**src/bcdce_pkg.sv**
```systemverilog
`default_nettype none

package bcdce_pkg;

  typedef enum logic [1:0] {
    OP_LEFT  = 2'd0,
    OP_RIGHT = 2'd1,
    OP_INC   = 2'd2,
    OP_DEC   = 2'd3
  } op_e;

  typedef enum logic [3:0] {
    POS_HOME    = 4'd0,
    POS_YEAR    = 4'd1,
    POS_MONTH   = 4'd2,
    POS_DATE    = 4'd3,
    POS_WEEKDAY = 4'd4,
    POS_AMPM    = 4'd5,
    POS_HOUR    = 4'd6,
    POS_MINUTE  = 4'd7,
    POS_SECOND  = 4'd8
  } pos_e;

  // Clock register map
  localparam logic [2:0] REG_SEC     = 3'd0;
  localparam logic [2:0] REG_MIN     = 3'd1;
  localparam logic [2:0] REG_HOUR    = 3'd2;
  localparam logic [2:0] REG_WEEKDAY = 3'd3;
  localparam logic [2:0] REG_DATE    = 3'd4;
  localparam logic [2:0] REG_MONTH   = 3'd5;
  localparam logic [2:0] REG_YEAR    = 3'd6;

  // Field bounds, BCD
  localparam logic [7:0] MINSEC_MAX = 8'h59;
  localparam logic [7:0] YEAR_MAX   = 8'h99;
  localparam logic [7:0] MONTH_MAX  = 8'h12;
  localparam logic [7:0] DATE_MAX   = 8'h31;
  localparam logic [7:0] WDAY_MAX   = 8'h07;
  localparam logic [7:0] HOUR_MODE  = 8'hE0;
  localparam logic [7:0] HOUR_DIGS  = 8'h1F;
  localparam logic [7:0] AMPM_BIT   = 8'h20;

endpackage

`default_nettype wire

```
**src/bcdce_ifs.sv**
```systemverilog
`default_nettype none

interface bcdce_req_if;
  logic       valid;
  logic       ready;
  logic [1:0] operation;
  logic [7:0] current_value;

  modport source (output valid, output operation, output current_value, input ready);
  modport sink   (input valid, input operation, input current_value, output ready);
endinterface

interface bcdce_rsp_if;
  logic       valid;
  logic       ready;
  logic [3:0] cursor_pos;
  logic       field_selected;
  logic [2:0] register_address;
  logic       write_enable;
  logic [7:0] write_value;

  modport source (output valid, output cursor_pos, output field_selected,
                  output register_address, output write_enable, output write_value,
                  input ready);
  modport sink   (input valid, input cursor_pos, input field_selected,
                  input register_address, input write_enable, input write_value,
                  output ready);
endinterface

`default_nettype wire

```
**src/bcd_clock_field_editor_unit.sv**
```systemverilog
`default_nettype none
// BCD clock setting editor: cursor ring plus per-field BCD edit.
// Result is registered: it is valid in the cycle after a request is accepted.
// Throughput: one request per cycle; a request is taken while the held result
// is being consumed, ready drops only while an untaken result sits in the register.
// Reset (rst_ni low, asynchronous): cursor to home, result register empty.

module bcd_clock_field_editor_unit (
  input  logic               clk_i,
  input  logic               rst_ni,
  bcdce_req_if.sink          req_i,
  bcdce_rsp_if.source        rsp_o
);
  import bcdce_pkg::*;

  pos_e       cursor_q, cursor_d;
  pos_e       pos_cur;
  op_e        op;
  logic       fire;
  logic       edit;
  logic [7:0] edit_val;

  logic       rsp_valid_q;
  pos_e       rsp_pos_q;
  logic       rsp_sel_q;
  logic [2:0] rsp_addr_q;
  logic       rsp_we_q;
  logic [7:0] rsp_wv_q;

  // Clock register behind each cursor position; AM/PM edits the hour register
  function automatic logic [2:0] reg_of_pos(input pos_e p);
    unique case (p)
      POS_YEAR:    return REG_YEAR;
      POS_MONTH:   return REG_MONTH;
      POS_DATE:    return REG_DATE;
      POS_WEEKDAY: return REG_WEEKDAY;
      POS_AMPM,
      POS_HOUR:    return REG_HOUR;
      POS_MINUTE:  return REG_MIN;
      POS_SECOND:  return REG_SEC;
      default:     return REG_SEC;
    endcase
  endfunction

  // Output register frees up when empty or being drained this cycle
  assign req_i.ready = !rsp_valid_q || rsp_o.ready;
  assign fire        = req_i.valid && req_i.ready;
  assign op          = op_e'(req_i.operation);

  // Unreachable cursor codes fall back to home
  assign pos_cur = (cursor_q > POS_SECOND) ? POS_HOME : cursor_q;

  always_comb begin
    cursor_d = pos_cur;
    edit     = 1'b0;
    unique case (op)
      OP_LEFT:  cursor_d = (pos_cur == POS_HOME) ? POS_SECOND : pos_e'(pos_cur - 4'd1);
      OP_RIGHT: cursor_d = (pos_cur == POS_SECOND) ? POS_HOME : pos_e'(pos_cur + 4'd1);
      default:  edit     = (pos_cur != POS_HOME);
    endcase
  end

  // Edit works on the position before the step; moves never change it anyway
  bcdce_edit u_edit (
    .pos_i   (pos_cur),
    .up_i    (op == OP_INC),
    .value_i (req_i.current_value),
    .value_o (edit_val)
  );

  always_ff @(posedge clk_i or negedge rst_ni) begin
    if (!rst_ni) begin
      cursor_q    <= POS_HOME;
      rsp_valid_q <= 1'b0;
    end else if (fire) begin
      cursor_q    <= cursor_d;
      rsp_valid_q <= 1'b1;
    end else if (rsp_o.ready) begin
      rsp_valid_q <= 1'b0;
    end
  end

  // Result payload, no reset needed
  always_ff @(posedge clk_i) begin
    if (fire) begin
      rsp_pos_q  <= cursor_d;
      rsp_sel_q  <= (cursor_d != POS_HOME);
      rsp_addr_q <= reg_of_pos(cursor_d);
      rsp_we_q   <= edit;
      rsp_wv_q   <= edit ? edit_val : 8'h00;
    end
  end

  assign rsp_o.valid            = rsp_valid_q;
  assign rsp_o.cursor_pos       = rsp_pos_q;
  assign rsp_o.field_selected   = rsp_sel_q;
  assign rsp_o.register_address = rsp_addr_q;
  assign rsp_o.write_enable     = rsp_we_q;
  assign rsp_o.write_value      = rsp_wv_q;

endmodule

`default_nettype wire

```
**src/bcdce_edit.sv**
```systemverilog
`default_nettype none

// Field edit: one increment or decrement, wrapped per field (BCD; weekday counts in binary, AM/PM toggles its bit).
module bcdce_edit (
  input  bcdce_pkg::pos_e pos_i,
  input  logic            up_i,
  input  logic [7:0]      value_i,
  output logic [7:0]      value_o
);
  import bcdce_pkg::*;

  // BCD -> binary (mod 256), +/-1, binary -> BCD; /10 by reciprocal 205/2048
  function automatic logic [7:0] bcd_step(input logic [7:0] v, input logic up);
    logic [7:0]  b;
    logic [15:0] prod;
    logic [4:0]  q;
    logic [7:0]  r;
    b    = 8'({4'd0, v[7:4]} * 8'd10) + {4'd0, v[3:0]};
    b    = up ? b + 8'd1 : b - 8'd1;
    prod = 16'(b) * 16'd205;
    q    = prod[15:11];
    r    = b - 8'({3'd0, q} * 8'd10);
    return 8'({q, 4'd0} + {1'b0, r});
  endfunction

  function automatic logic [7:0] wrap(input logic [7:0] v, input logic up,
                                      input logic [7:0] lo, input logic [7:0] hi);
    if (up) return (v == hi) ? lo : bcd_step(v, 1'b1);
    return (v == lo) ? hi : bcd_step(v, 1'b0);
  endfunction

  always_comb begin
    case (pos_i)
      POS_AMPM:   value_o = value_i ^ AMPM_BIT;
      POS_HOUR: begin
        if (up_i)
          value_o = ((value_i & HOUR_DIGS) == 8'h12) ? (value_i & HOUR_MODE) + 8'h01
                                                      : bcd_step(value_i, 1'b1);
        else
          value_o = ((value_i & HOUR_DIGS) == 8'h01) ? (value_i & HOUR_MODE) + 8'h12
                                                      : bcd_step(value_i, 1'b0);
      end
      POS_MINUTE,
      POS_SECOND: value_o = wrap(value_i, up_i, 8'h00, MINSEC_MAX);
      POS_YEAR:   value_o = wrap(value_i, up_i, 8'h00, YEAR_MAX);
      POS_MONTH:  value_o = wrap(value_i, up_i, 8'h01, MONTH_MAX);
      POS_DATE:   value_o = wrap(value_i, up_i, 8'h01, DATE_MAX);
      POS_WEEKDAY: begin
        // binary count, not BCD
        if (up_i) value_o = (value_i == WDAY_MAX) ? 8'h01 : value_i + 8'd1;
        else      value_o = (value_i == 8'h01) ? WDAY_MAX : value_i - 8'd1;
      end
      default:    value_o = 8'h00;
    endcase
  end

endmodule

`default_nettype wire
```
**src/flat_wrapper.sv**
```systemverilog
// flat-port wrapper written by rule: the top's interface ports become plain ports
module bcd_clock_field_editor_unit_flat import bcdce_pkg::*;
  (clk_i, rst_ni, req_i_valid, req_i_operation, req_i_current_value, req_i_ready, rsp_o_valid, rsp_o_cursor_pos, rsp_o_field_selected, rsp_o_register_address, rsp_o_write_enable, rsp_o_write_value, rsp_o_ready);
  bcdce_req_if req_i_i ();
  bcdce_rsp_if rsp_o_i ();
  input  logic clk_i;
  input  logic rst_ni;
  input wire logic [$bits(req_i_i.valid)-1:0] req_i_valid;
  input wire logic [$bits(req_i_i.operation)-1:0] req_i_operation;
  input wire logic [$bits(req_i_i.current_value)-1:0] req_i_current_value;
  output wire logic [$bits(req_i_i.ready)-1:0] req_i_ready;
  output wire logic [$bits(rsp_o_i.valid)-1:0] rsp_o_valid;
  output wire logic [$bits(rsp_o_i.cursor_pos)-1:0] rsp_o_cursor_pos;
  output wire logic [$bits(rsp_o_i.field_selected)-1:0] rsp_o_field_selected;
  output wire logic [$bits(rsp_o_i.register_address)-1:0] rsp_o_register_address;
  output wire logic [$bits(rsp_o_i.write_enable)-1:0] rsp_o_write_enable;
  output wire logic [$bits(rsp_o_i.write_value)-1:0] rsp_o_write_value;
  input wire logic [$bits(rsp_o_i.ready)-1:0] rsp_o_ready;
  assign req_i_i.valid = req_i_valid;
  assign req_i_i.operation = req_i_operation;
  assign req_i_i.current_value = req_i_current_value;
  assign req_i_ready = req_i_i.ready;
  assign rsp_o_valid = rsp_o_i.valid;
  assign rsp_o_cursor_pos = rsp_o_i.cursor_pos;
  assign rsp_o_field_selected = rsp_o_i.field_selected;
  assign rsp_o_register_address = rsp_o_i.register_address;
  assign rsp_o_write_enable = rsp_o_i.write_enable;
  assign rsp_o_write_value = rsp_o_i.write_value;
  assign rsp_o_i.ready = rsp_o_ready;
  bcd_clock_field_editor_unit u_core (.clk_i(clk_i), .rst_ni(rst_ni), .req_i(req_i_i), .rsp_o(rsp_o_i));
endmodule
```
**config.mk**
```make
export PLATFORM = sky130hd
export DESIGN_NAME = bcd_clock_field_editor_unit_flat
export DESIGN_NICKNAME = d
export VERILOG_FILES = /design/src/bcdce_pkg.sv /design/src/bcdce_ifs.sv /design/src/bcd_clock_field_editor_unit.sv /design/src/bcdce_edit.sv /design/src/flat_wrapper.sv
export SDC_FILE = /design/constraint.sdc
export NUM_CORES = 1
export LEC_CHECK = 0
export BUFFER_PORTS_ARGS = -buffer_cell sky130_fd_sc_hd__clkbuf_2
export CORE_AREA = 2 2 96 98
export CTS_BUF_LIST = sky130_fd_sc_hd__clkbuf_16
export DETAILED_ROUTE_END_ITERATION = 8
export DIE_AREA = 0 0 98 100
export PLACE_DENSITY = 0.86
export SYNTH_ARGS = -nofsm -noshare
export SYNTH_HDL_FRONTEND = slang
export SYNTH_SLANG_ARGS = --single-unit
export TNS_END_PERCENT = 30
```
**constraint.sdc**
```tcl
create_clock -name clk_i -period 4.4 [get_ports clk_i]
set_input_delay 0.88 -clock clk_i [delete_from_list [all_inputs] [get_ports clk_i]]
set_output_delay 0.88 -clock clk_i [all_outputs]
set_load 0.02 [all_outputs]
```
==> run metrics, run 1 <==
status stopped before the end; pin count of the biggest net entering global routing 29; Async SR Flop Fraction 22.7%; Ys Warns 0; initial core utilization 65.9%; number of synthesized flops with an enable pin 17; CTS sink cnt 22; die height 100 µm; Yosys top cell by area ha_1; register bit total from synthesis 22; Synth cell types 70; top cells by count, synth ha_1, inv_1, nor2_1, nand2_1, a21oi_1; Cell Area, Synth 0.00586 mm²; syn nets 859; Chip Width 98 µm; Worst EP Category register data pin; top cell type's share of synthesized area 28.2%; routability cong. 1.02; global route overflow 35; Detail Placement HPWL 16.1 mm; # IOs 33; Post-Syn Area per Cell 8.60 µm²; Seq/Total Area, Yosys 10.8%; top post-synthesis cells by area ha_1, fa_1, edfxtp_1; depth of the CTS H-tree 1; maximum root-to-sink buffer count 2; # rows 35; Post-Syn Instances 682; hold-fix buffers at CTS 0; GRT worst endpoint u_core.rsp_o.write_value[7]$_SDFFCE_PN0P_/D; PortBufs 32; Halt Stage 5_1_grt; root buffer cell clkbuf_16; cts bufs inserted 3; Halt Reason [ERROR GRT-0232] Routing congestion too high. Check the congestion heatmap in the GUI.; ys flop type edfxtp_1; GR Util All Layers 67.2%; most common cell in the netlist ha_1
-- layer usage --
| metal | GRT usage (%) | overflow |
|---|---|---|
| met5 | 7.18 | 0 |
| met4 | 65.5 | 19 |
| met3 | 44.3 | 1 |
| met2 | 91.6 | 15 |
| met1 | 67.2 | 0 |
-- cell families after synthesis --
family	synth area share [%]
compound gates	16.8
mux	0.704
xor+xnor	10.1
buf+inv	7.71
simple gates	15.2
fa+ha+maj	38.8
flops	10.8
-- stage by stage --
step / setup WS [ns] / instances / hold slack (ns) / TNS [ns] / instance area [µm²]
4_1_cts: -4.43 / 966 / 0.433 / -25.71 / 7890
2_1_floorplan: -4.27 / 682 / 0.568 / -23.35 / 6210
3_3_place_gp: -4.75 / 948 / 0.508 / -27.24 / 7480
3_5_place_dp: -5.26 / 948 / 0.534 / -29.62 / 7480
-- what timing repair did --
action / CTS
buffers inserted: 14
gates resized for setup: 34
setup endpoints to repair: 7
pin swaps: 33
==> inputs of run 2 (changes only) <==
- CORE_AREA: 2 2 96 98 -> 2 2 125 127
- CTS_BUF_LIST: sky130_fd_sc_hd__clkbuf_16 -> unset
- DIE_AREA: 0 0 98 100 -> 0 0 127 129
- PLACE_DENSITY: 0.86 -> unset
- PLACE_DENSITY_LB_ADDON: unset -> 0.15
==> run 2 against run 1 <==
  * The flow now finishes, with violations (setup timing)
  * Synthesized cell count stayed put
  * Area after synthesis stayed put
==> run metrics, run 2 <==
status finished with violations; failing checks setup timing; Detail Placement HPWL 13.7 mm (-15%); CP delay by family, top adder cells; Nets 1052; antenna diode count 0; global route overflow 0; final setup fails 7; global-route wire length before repair 26.8 mm; CP most frequent cell ha_4; core area 0.0150 mm²; DRC Markers 0; Seq/Total Area, Yosys 10.8% (unchanged); die area 0.0164 mm²; fin cells 1062; initial antenna violation count 0; post-route antenna net violation count 0; pin count of the biggest net entering global routing 29; Worst Path Max Fanout 4; Worst Setup Path Type input port to register; root buffer cell clkbuf_16; layout cell share with drive strength beyond 1 35.6%; min-delay worst type input port to asynchronous set/reset pin; Cell Area, Synth 0.00586 mm² (unchanged); Final Critical Period 8.84 ns; most frequent cells in the layout buf_4, ha_1, inv_1; Ys Warns 0 (unchanged); Synth cell types 70 (unchanged); number of synthesized flops with an enable pin 17 (unchanged); # rows 45 (+29%); DP Cell Count 1036 (+9.3%); max_slew headroom 55.4%; most common cell after layout, fill and taps aside buf_4; Post-Syn Area per Cell 8.60 µm² (unchanged); register bit total from synthesis 22 (unchanged); die height 129 µm (+29%); routability cong. 0.940 (-7.9%); number of flip-flops under the largest register name 8; # IOs 33 (unchanged); Pins Over Slew Limit 0; initial core utilization 39.1% (-27 points); depth of the CTS H-tree 1 (unchanged); Final Hold Fails 0; top cell type's share of synthesized area 28.2% (unchanged); Clock Skews 0.00268 ns; Slowest Stage Delay on Critical Path 0.56 ns; top cells by count, synth ha_1, inv_1, nor2_1, nand2_1, a21oi_1; crit start category input port; fmax 0.113 GHz; Filler Cell Count 1351; DRT Wirelength 16.2 mm; setup_tns -25.18 ns; ys flop type edfxtp_1; arrival time worst endpoint 8.84 ns; vias post-DR 5555; Min Hold Slack 0.429 ns; GR Util All Layers 19.7%; cts bufs inserted 3 (unchanged); Async SR Flop Fraction 22.7% (unchanged); vias in the first global route 5664; P&R area growth vs syn 42.0%; PortBufs 32 (unchanged); WL/cell 15.2 µm; Final period util 201%; top post-synthesis cells by area ha_1, fa_1, edfxtp_1; Final WS setup -4.44 ns; Post-Syn Instances 682 (unchanged); Slew @ Worst Pin 0.668 ns; routed vias/inst 5.23; MaxCap Viol Count 0; Yosys top cell by area ha_1; RSZ-0062 raised after global routing yes; Clock Pin Slew Worst Setup and Hold Paths 0.06 ns; CTS sink cnt 22 (unchanged); CP Capture Type register; Chip Width 127 µm (+30%); Buf+Inv Stages, Crit Path 3; TritonCTS clock tree yes; clock network latency to the later pin of the worst-skew pair 0.25 ns; Req. time, crit path 4.39 ns; Initial DRC Count 288; maximum root-to-sink buffer count 2 (unchanged); first drt pass iteration count 7; Max stage delay cell, worst path fa_2; syn nets 859 (unchanged); most common cell in the netlist ha_1; final core occ 55.6%
## run 2: cell counts after synthesis
Identical to the previous run, type by type.
## run 2: layout make-up
type / count / area [µm²] / share of cell area, %
multi-input combinational: 546 / 5500 / 66.1
timing repair buffer: 203 / 1500 / 18.0
sequential: 22 / 636 / 7.64
inverter: 99 / 372 / 4.46
tap: 188 / 235 / 2.83
clock buffer: 4 / 78.8 / 0.947
## run 2: final timing paths
check | start | to | slack (ns) | depth (start not counted)
setup / recovery | req_i_current_value[5] | u_core.rsp_o.write_value[7] | -4.44 | 35
hold / removal | rst_ni | u_core.rsp_o.valid | 0.43 | 1
setup reg to reg | u_core.cursor_q[3] | u_core.rsp_o.write_value[1] | 1.30 | 12
hold reg to reg | u_core.rsp_o.valid | u_core.rsp_o.valid | 0.56 | 2
max in group asynchronous | rst_ni | u_core.cursor_q[2] | 3.84 | 1
min in group clk_i | u_core.rsp_o.valid | u_core.rsp_o.valid | 0.56 | 2
## run 2: metrics by stage
step | instance area, µm² | worst slack (ns)
floorplan | 6210 | -4.27
global placement | 7640 | -4.75
detailed placement | 7640 | -4.90
CTS | 7940 | -4.40
global route | 8320 | -4.74
finish | 8320 | -4.44
## run 2: worst register-to-register path, cell delays in order (launching register included)
cell and delay [ns]:
dfrtp_1 0.43, inv_1 0.12, nand2_1 0.13, ha_1 0.34, a22oi_1 0.40, inv_1 0.11
o211ai_1 0.42, a32oi_1 0.10, nor2_1 0.15, o211ai_1 0.11, a222oi_1 0.30, buf_4 0.18
nor2_1 0.04
## run 2: timing repair
item	CTS	global route
resized for setup	28	46
pin swaps	31	56
hold buffers	0	0
setup endpoints to repair	7	7
endpoints found under the hold margin	0	0
buffers inserted	8	15
## run 2: kinds of logic (layout without fill, tap and decap cells)
logic type / after synthesis / after routing / synth area share, %
simple gates: 172 / 172 / 15.2
fa+ha+maj: 163 / 163 / 38.8
compound gates: 148 / 148 / 16.8
buf+inv: 114 / 306 / 7.71
xor+xnor: 59 / 59 / 10.1
flops: 22 / 22 / 10.8
mux: 4 / 4 / 0.704
## run 2: per-layer routing
layer	wire length, µm	GRT usage, %	part of all wire, %	vias to the layer above
li1	-	-	-	2769
met1	7290	25.6	45	2667
met2	8240	37.3	51	104
met3	476	0.873	2.9	15
met4	181	2.71	1.1	0
met5	0	0	0	-
Power of run 2 is left out: the tool's default activity adds up to more than one toggle a clock period on the data nets, which glitch-free logic cannot reach.
